<file path="config.mk">
export PLATFORM = sky130hd
export DESIGN_NAME = stable_sorted_priority_queue
export DESIGN_NICKNAME = d
export VERILOG_FILES = /design/src/rtl/core/sspq_pkg.sv /design/src/rtl/core/stable_sorted_priority_queue.sv /design/src/rtl/core/sspq_ctrl.sv /design/src/rtl/core/sspq_dpath.sv
export SDC_FILE = /design/constraint.sdc
export NUM_CORES = 1
export LEC_CHECK = 0
export BUFFER_PORTS_ARGS = -buffer_cell sky130_fd_sc_hd__buf_2
export CORE_MARGIN = 2
export CORE_UTILIZATION = 63
export DETAILED_ROUTE_END_ITERATION = 8
export HOLD_SLACK_MARGIN = 0.06
export MAX_ROUTING_LAYER = met4
export PLACE_DENSITY = 0.8
export RECOVER_POWER = 100
export REMOVE_ABC_BUFFERS = 1
export SLEW_MARGIN = 0
export SYNTH_ARGS = -nofsm -noshare
export SYNTH_HDL_FRONTEND = slang
export SYNTH_SLANG_ARGS = --single-unit
</file>
<file path="constraint.sdc">
create_clock -name clk_i -period 6.65 [get_ports clk_i]
set_input_delay 0.665 -clock clk_i [delete_from_list [all_inputs] [get_ports clk_i]]
set_output_delay 0.665 -clock clk_i [all_outputs]
set_load 0.02 [all_outputs]
</file>
<file path="src/rtl/core/sspq_pkg.sv">
// Types and constants shared by the stable sorted priority queue.
// No dependencies.
package sspq_pkg;

  localparam int unsigned PRIO_W = 8;
  localparam int unsigned PAY_W  = 16;
  localparam int unsigned OCC_W  = 5;

  typedef enum logic {
    OP_ENQUEUE = 1'b0,
    OP_DEQUEUE = 1'b1
  } op_e;

  typedef struct packed {
    logic              operation;
    logic [PRIO_W-1:0] priority_req;
    logic [PAY_W-1:0]  payload;
  } req_t;

  typedef struct packed {
    logic              out_valid;
    logic [PRIO_W-1:0] out_priority;
    logic [PAY_W-1:0]  out_payload;
    logic              was_empty;
    logic              dropped;
    logic [OCC_W-1:0]  occupancy;
  } rsp_t;

  typedef struct packed {
    logic capture;
    logic execute;
  } cmd_t;

endpackage

</file>
<file path="src/rtl/core/stable_sorted_priority_queue.sv">
// Top level of the stable sorted priority queue.
// Depends on sspq_pkg, sspq_ctrl and sspq_dpath.
//
//  channel | handshake            | payload
//  --------+----------------------+----------------------
//  request | in_valid_i/in_ready_o | in_req_i  (req_t)
//  result  | out_valid_o/out_ready_i | out_rsp_o (rsp_t)
//
// Each request is first captured into the request register and then executed,
// with every slot comparing and shifting in parallel; no new request is taken until then.
// Execute waits only while the result register holds an untaken result.
// After reset the queue is empty; no clearing pass.
module stable_sorted_priority_queue #(
  parameter int unsigned DEPTH = 16
) (
  input  logic           clk_i,
  input  logic           rst_ni,
  input  logic           in_valid_i,
  output logic           in_ready_o,
  input  sspq_pkg::req_t in_req_i,
  output logic           out_valid_o,
  input  logic           out_ready_i,
  output sspq_pkg::rsp_t out_rsp_o
);

  sspq_pkg::cmd_t cmd;

  sspq_ctrl u_ctrl (
    .clk_i       (clk_i),
    .rst_ni      (rst_ni),
    .in_valid_i  (in_valid_i),
    .in_ready_o  (in_ready_o),
    .out_valid_o (out_valid_o),
    .out_ready_i (out_ready_i),
    .cmd_o       (cmd)
  );

  sspq_dpath #(
    .DEPTH (DEPTH)
  ) u_dpath (
    .clk_i  (clk_i),
    .rst_ni (rst_ni),
    .cmd_i  (cmd),
    .req_i  (in_req_i),
    .rsp_o  (out_rsp_o)
  );

endmodule

</file>
<file path="src/rtl/core/sspq_ctrl.sv">
// Controller of the priority queue: request sequencing and result handshake.
// Depends on sspq_pkg.
module sspq_ctrl (
  input  logic          clk_i,
  input  logic          rst_ni,
  input  logic          in_valid_i,
  output logic          in_ready_o,
  output logic          out_valid_o,
  input  logic          out_ready_i,
  output sspq_pkg::cmd_t cmd_o
);

  typedef enum logic {
    ST_IDLE,
    ST_EXEC
  } state_e;

  state_e state_q, state_d;
  logic   rsp_valid_q, rsp_valid_d;

  assign in_ready_o    = (state_q == ST_IDLE);
  assign cmd_o.capture = in_valid_i && in_ready_o;
  assign cmd_o.execute = (state_q == ST_EXEC) && (!rsp_valid_q || out_ready_i);
  assign out_valid_o   = rsp_valid_q;

  always_comb begin
    state_d     = state_q;
    rsp_valid_d = rsp_valid_q;
    if (out_ready_i) begin
      rsp_valid_d = 1'b0;
    end
    case (state_q)
      ST_IDLE: begin
        if (cmd_o.capture) begin
          state_d = ST_EXEC;
        end
      end
      ST_EXEC: begin
        if (cmd_o.execute) begin
          state_d     = ST_IDLE;
          rsp_valid_d = 1'b1;
        end
      end
      default: begin
        state_d = ST_IDLE;
      end
    endcase
  end

  always_ff @(posedge clk_i or negedge rst_ni) begin
    if (!rst_ni) begin
      state_q     <= ST_IDLE;
      rsp_valid_q <= 1'b0;
    end else begin
      state_q     <= state_d;
      rsp_valid_q <= rsp_valid_d;
    end
  end

  assert property (@(posedge clk_i) disable iff (!rst_ni)
    cmd_o.execute |-> (!rsp_valid_q || out_ready_i))
    else $error("execute would overwrite a pending result");

  assert property (@(posedge clk_i) disable iff (!rst_ni)
    cmd_o.execute |=> rsp_valid_q)
    else $error("result not presented after execute");

  assert property (@(posedge clk_i) disable iff (!rst_ni)
    cmd_o.capture |=> (state_q == ST_EXEC))
    else $error("captured request not executed");

  assert property (@(posedge clk_i) disable iff (!rst_ni)
    (rsp_valid_q && !out_ready_i) |=> rsp_valid_q)
    else $error("pending result dropped");

endmodule

</file>
<file path="src/rtl/core/sspq_dpath.sv">
// Datapath of the priority queue: request register, sorted slot row with
// per-slot compare and shift, entry count and result register.
// Depends on sspq_pkg.
module sspq_dpath #(
  parameter int unsigned DEPTH = 16
) (
  input  logic           clk_i,
  input  logic           rst_ni,
  input  sspq_pkg::cmd_t cmd_i,
  input  sspq_pkg::req_t req_i,
  output sspq_pkg::rsp_t rsp_o
);

  localparam int unsigned CntW = $clog2(DEPTH + 1);

  sspq_pkg::req_t              req_q;
  sspq_pkg::rsp_t              rsp_q, rsp_d;
  logic [sspq_pkg::PRIO_W-1:0] prio_q [DEPTH];
  logic [sspq_pkg::PAY_W-1:0]  pay_q  [DEPTH];
  logic [CntW-1:0]             count_q, count_d;
  logic [DEPTH-1:0]            ge;
  logic                        full, empty, is_deq, do_deq, do_enq;

  assign full   = (count_q == CntW'(DEPTH));
  assign empty  = (count_q == '0);
  assign is_deq = (req_q.operation == sspq_pkg::OP_DEQUEUE);
  assign do_deq = cmd_i.execute && is_deq && !empty;
  assign do_enq = cmd_i.execute && !is_deq && !full;

  always_ff @(posedge clk_i) begin
    if (cmd_i.capture) begin
      req_q <= req_i;
    end
  end

  for (genvar i = 0; i < DEPTH; i++) begin : g_slot
    assign ge[i] = (CntW'(i) < count_q) && (prio_q[i] >= req_q.priority_req);

    always_ff @(posedge clk_i) begin
      if (do_deq) begin
        if (i < DEPTH - 1) begin
          prio_q[i] <= prio_q[(i + 1) % DEPTH];
          pay_q[i]  <= pay_q[(i + 1) % DEPTH];
        end
      end else if (do_enq && !ge[i]) begin
        if (i == 0 || ge[(i + DEPTH - 1) % DEPTH]) begin
          prio_q[i] <= req_q.priority_req;
          pay_q[i]  <= req_q.payload;
        end else begin
          prio_q[i] <= prio_q[(i + DEPTH - 1) % DEPTH];
          pay_q[i]  <= pay_q[(i + DEPTH - 1) % DEPTH];
        end
      end
    end
  end

  always_comb begin
    count_d = count_q;
    if (do_deq) begin
      count_d = count_q - CntW'(1);
    end else if (do_enq) begin
      count_d = count_q + CntW'(1);
    end
    rsp_d              = '0;
    rsp_d.occupancy    = sspq_pkg::OCC_W'(count_d);
    rsp_d.dropped      = !is_deq && full;
    rsp_d.was_empty    = is_deq && empty;
    rsp_d.out_valid    = is_deq && !empty;
    if (is_deq && !empty) begin
      rsp_d.out_priority = prio_q[0];
      rsp_d.out_payload  = pay_q[0];
    end
  end

  always_ff @(posedge clk_i or negedge rst_ni) begin
    if (!rst_ni) begin
      count_q <= '0;
    end else if (cmd_i.execute) begin
      count_q <= count_d;
    end
  end

  always_ff @(posedge clk_i) begin
    if (cmd_i.execute) begin
      rsp_q <= rsp_d;
    end
  end

  assign rsp_o = rsp_q;

  assert property (@(posedge clk_i) disable iff (!rst_ni)
    count_q <= CntW'(DEPTH))
    else $error("entry count beyond depth");

  assert property (@(posedge clk_i) disable iff (!rst_ni)
    (cmd_i.execute && !is_deq && !full) |=> (count_q == $past(count_q) + CntW'(1)))
    else $error("insert did not grow the queue");

endmodule

</file>
==> reports/metrics.csv <==
stage,metric,value,unit
sta,slew_viol_final,441,
routing,drc,0,
synthesis,synth_commonest_cells,"edfxtp_1, nand2_1, mux2i_1",
floorplanning,num_rows,71,
grt,gr-usage-met2,47.9,%
synthesis,synth_area_leaders,"edfxtp_1, mux2i_1, ha_1",
critical_path,cp_max_fo,40,
synthesis,synth_cell_type_count,52,
synthesis,yosysTopAreaCell,edfxtp_1,
floorplanning,dieArea,0.0402,mm^2
job,cap_violations,15,
routing,vias,16700,
grt,busiest_layer,met2,
routing,drt_first_pass_iters,5,
layout,nNetsFinal,2255,
pwr,power.leakage,0.00999,uW
critical_path,cp_cell_sequence,inv_1 -> ha_1 -> o21ai_0 -> o21ai_0 -> a22o_1 -> clkbuf_1 -> nor2_1 -> buf_4 -> nor2_1 -> a21oi_1,
floorplanning,start_util,64.3,%
layout,syn_to_final_growth,8.82,%
place,place.gp.congestion,0.907,
synthesis,ys_ff_latch,448,
synthesis,ys_seq_area_share,55.2,%
cts,cts_setup_buffers,0,
cts,cts_tree,built,
synthesis,netlist.area_leader.share,54.4,%
critical_path,critPathTopFamily,buffers and inverters,
floorplanning,core,0.0378,mm^2
routing,wirelength,57900,um
sta,hold_viol,0,
cts,clock_path_buffers,3,
grt,gr-total-overflow,0,
sta,layout_setup_ws,1.50,ns
cts,ctsHoldBuffers,1,
pwr,ir_worst_vdd,335,uV
critical_path,arrival,5.48,ns
sta,min_period_over_period,77.5,%
critical_path,cp_num_buf_inv,3,
floorplanning,die_h,200,um
synthesis,syn_area_per_cell,11.7,um^2
sta,rsz0062_at_grt,false,
grt,track_usage,29.8,%
synthesis,yosysMostFrequentCell,edfxtp_1,
sta,worstMarginPinSlew,2.21,ns
cts,cts.reportedPaths.clkPinSlew,0.06,ns
status,status,finished with violations,
critical_path,max_stage_delay,1.36,ns
sta,fmax,194,MHz
sta,skew,0.0236,ns
sta,setup_viol,0,
cts,htree_num_levels,2,
grt,grt_pass1_vias,17200,
synthesis,async_flop_share,1.56,%
sta,maxSlewHeadroom,-47.0,%
grt,grt_pass1_wl,92800,um
grt,use_met1,40.0,%
sta,setup_tns,0,ns
cts,clock-sinks,448,
synthesis,syn_inst,2075,
grt,grt_use_met3,3.46,%
layout,drive_gt1_share,10.9,%
cts,cts-root-buf,clkbuf_16,
routing,routed_via_density,6.31,
cts,cts.repair.resized,0,
critical_path,cpMaxStageDelayCell,clkbuf_1,
critical_path,cp-start-kind,flip-flop,
cts,numCtsBuffers,47,
pwr,power_density,566,mW/mm^2
critical_path,crit_path_end_kind,flip-flop,
synthesis,synthFlopType,edfxtp_1,
status,violations,"capacitance limit, slew limit",
routing,avgRoutedWirePerCell,21.9,um
layout,antenna_cells,0,
cts,insertion_delay,0.60,ns
critical_path,path_class,flip-flop to flip-flop,
floorplanning,die_w,200,um
critical_path,worstPathRequired,6.98,ns
synthesis,syn_area,0.0243,mm^2
synthesis,synth_edf_count,441,
place,place_ws,2.41,ns
place,io_buffers,62,
synthesis,yosys_warnings,0,
grt,antenna_found_initial,0,
floorplanning,pin_count,63,
routing,drt_iter0_drc,1175,
min_path,min_path_type,input pin to flip-flop,
place,hpwl,39300,um
sta,period_minus_slack,5.15,ns
grt,grt_max_degree,50,
routing,antenna_left,0,
==> layout make-up <==
type                    instances  area, um^2
flip-flops and latches        448       13400
fillers                      2768       11400
multi-input cells            1457       10300
clock buffers                  56        1230
well taps                     511         639
repair buffers                111         551
clock inverters                32         235
inverters                      29         109
==> logic make-up (layout without fill, tap and decap cells) <==
| kind of cell | Yosys count | after routing | synth area share, % |
|---|---|---|---|
| and+or+nand+nor | 499 | 499 | 8.77 |
| DFF | 448 | 448 | 55.2 |
| AOI/OAI and AO/OA | 444 | 444 | 10.3 |
| muxes | 374 | 374 | 15.8 |
| buffers and inverters | 170 | 228 | 2.87 |
| adders and majority gates | 132 | 132 | 6.79 |
| xor gates and xnor gates | 8 | 8 | 0.288 |
==> report_power, final <==
group / switching (uW) / leakage (uW) / internal [uW]
clock: 1140 / 0.000721 / 1410
combinational: 3750 / 0.00503 / 2450
sequential: 1030 / 0.00424 / 5210
total: 5910 / 0.00999 / 9070
==> per-stage QoR <==
stage	area (um^2)	power [uW]	instances	utilization, %	hold WS (ns)
5_1_grt	26500	16000	2644	69.9	0.223
3_3_place_gp	25100	12100	2555	66.5	0.495
4_1_cts	26600	14900	2644	70.4	0.214
3_5_place_dp	25100	12400	2555	66.5	0.490
2_1_floorplan	23700	10400	1934	-	0.369
6_report	26500	15000	2644	69.9	0.242
==> layer usage <==
layer	vias to the layer above	share of wire [%]
met5	-	0
met3	122	5.4
met1	8270	44
met2	507	48
li1	7774	-
met4	0	2.6
==> cell usage in the layout, fill, tap and decap left out, drive strengths merged, types with 12 or more instances in the layout <==
| master | count |
|---|---|
| edfxtp | 441 |
| nand2 | 306 |
| mux2i | 287 |
| o21ai | 287 |
| ha | 132 |
| clkbuf | 116 |
| nor2 | 91 |
| mux2 | 87 |
| a21oi | 83 |
| buf | 50 |
| inv | 29 |
| clkinv | 29 |
| or3 | 25 |
| and2 | 25 |
| o221a | 23 |
| a211oi | 21 |
| nor2b | 13 |
| nand4 | 12 |
==> flip-flops by register name (all words and copies together), names as in the netlist <==
signal,flops
u_ctrl.out_valid_o,1
u_dpath.prio_q,128
u_dpath.count_q,5
u_dpath.pay_q,256
u_dpath.is_deq,1
u_dpath.req_q,24
u_ctrl.state_q,1
u_dpath.rsp_o,32
==> worst paths after layout <==
check	startpoint	to	slack (ns)	cells past startpoint
hold / removal	in_req_i[11]	u_dpath.req_q[11]	0.24	1
hold reg to reg	u_ctrl.out_valid_o	u_ctrl.out_valid_o	0.50	2
setup reg to reg	u_dpath.req_q[17]	u_dpath.pay_q[0][112]	1.50	10
min in group asynchronous	rst_ni	u_ctrl.state_q	0.54	2
max in group asynchronous	rst_ni	u_dpath.count_q[3]	5.76	2
setup / recovery	u_dpath.req_q[17]	u_dpath.pay_q[0][112]	1.50	10
Power figures use the tool's default switching activity.
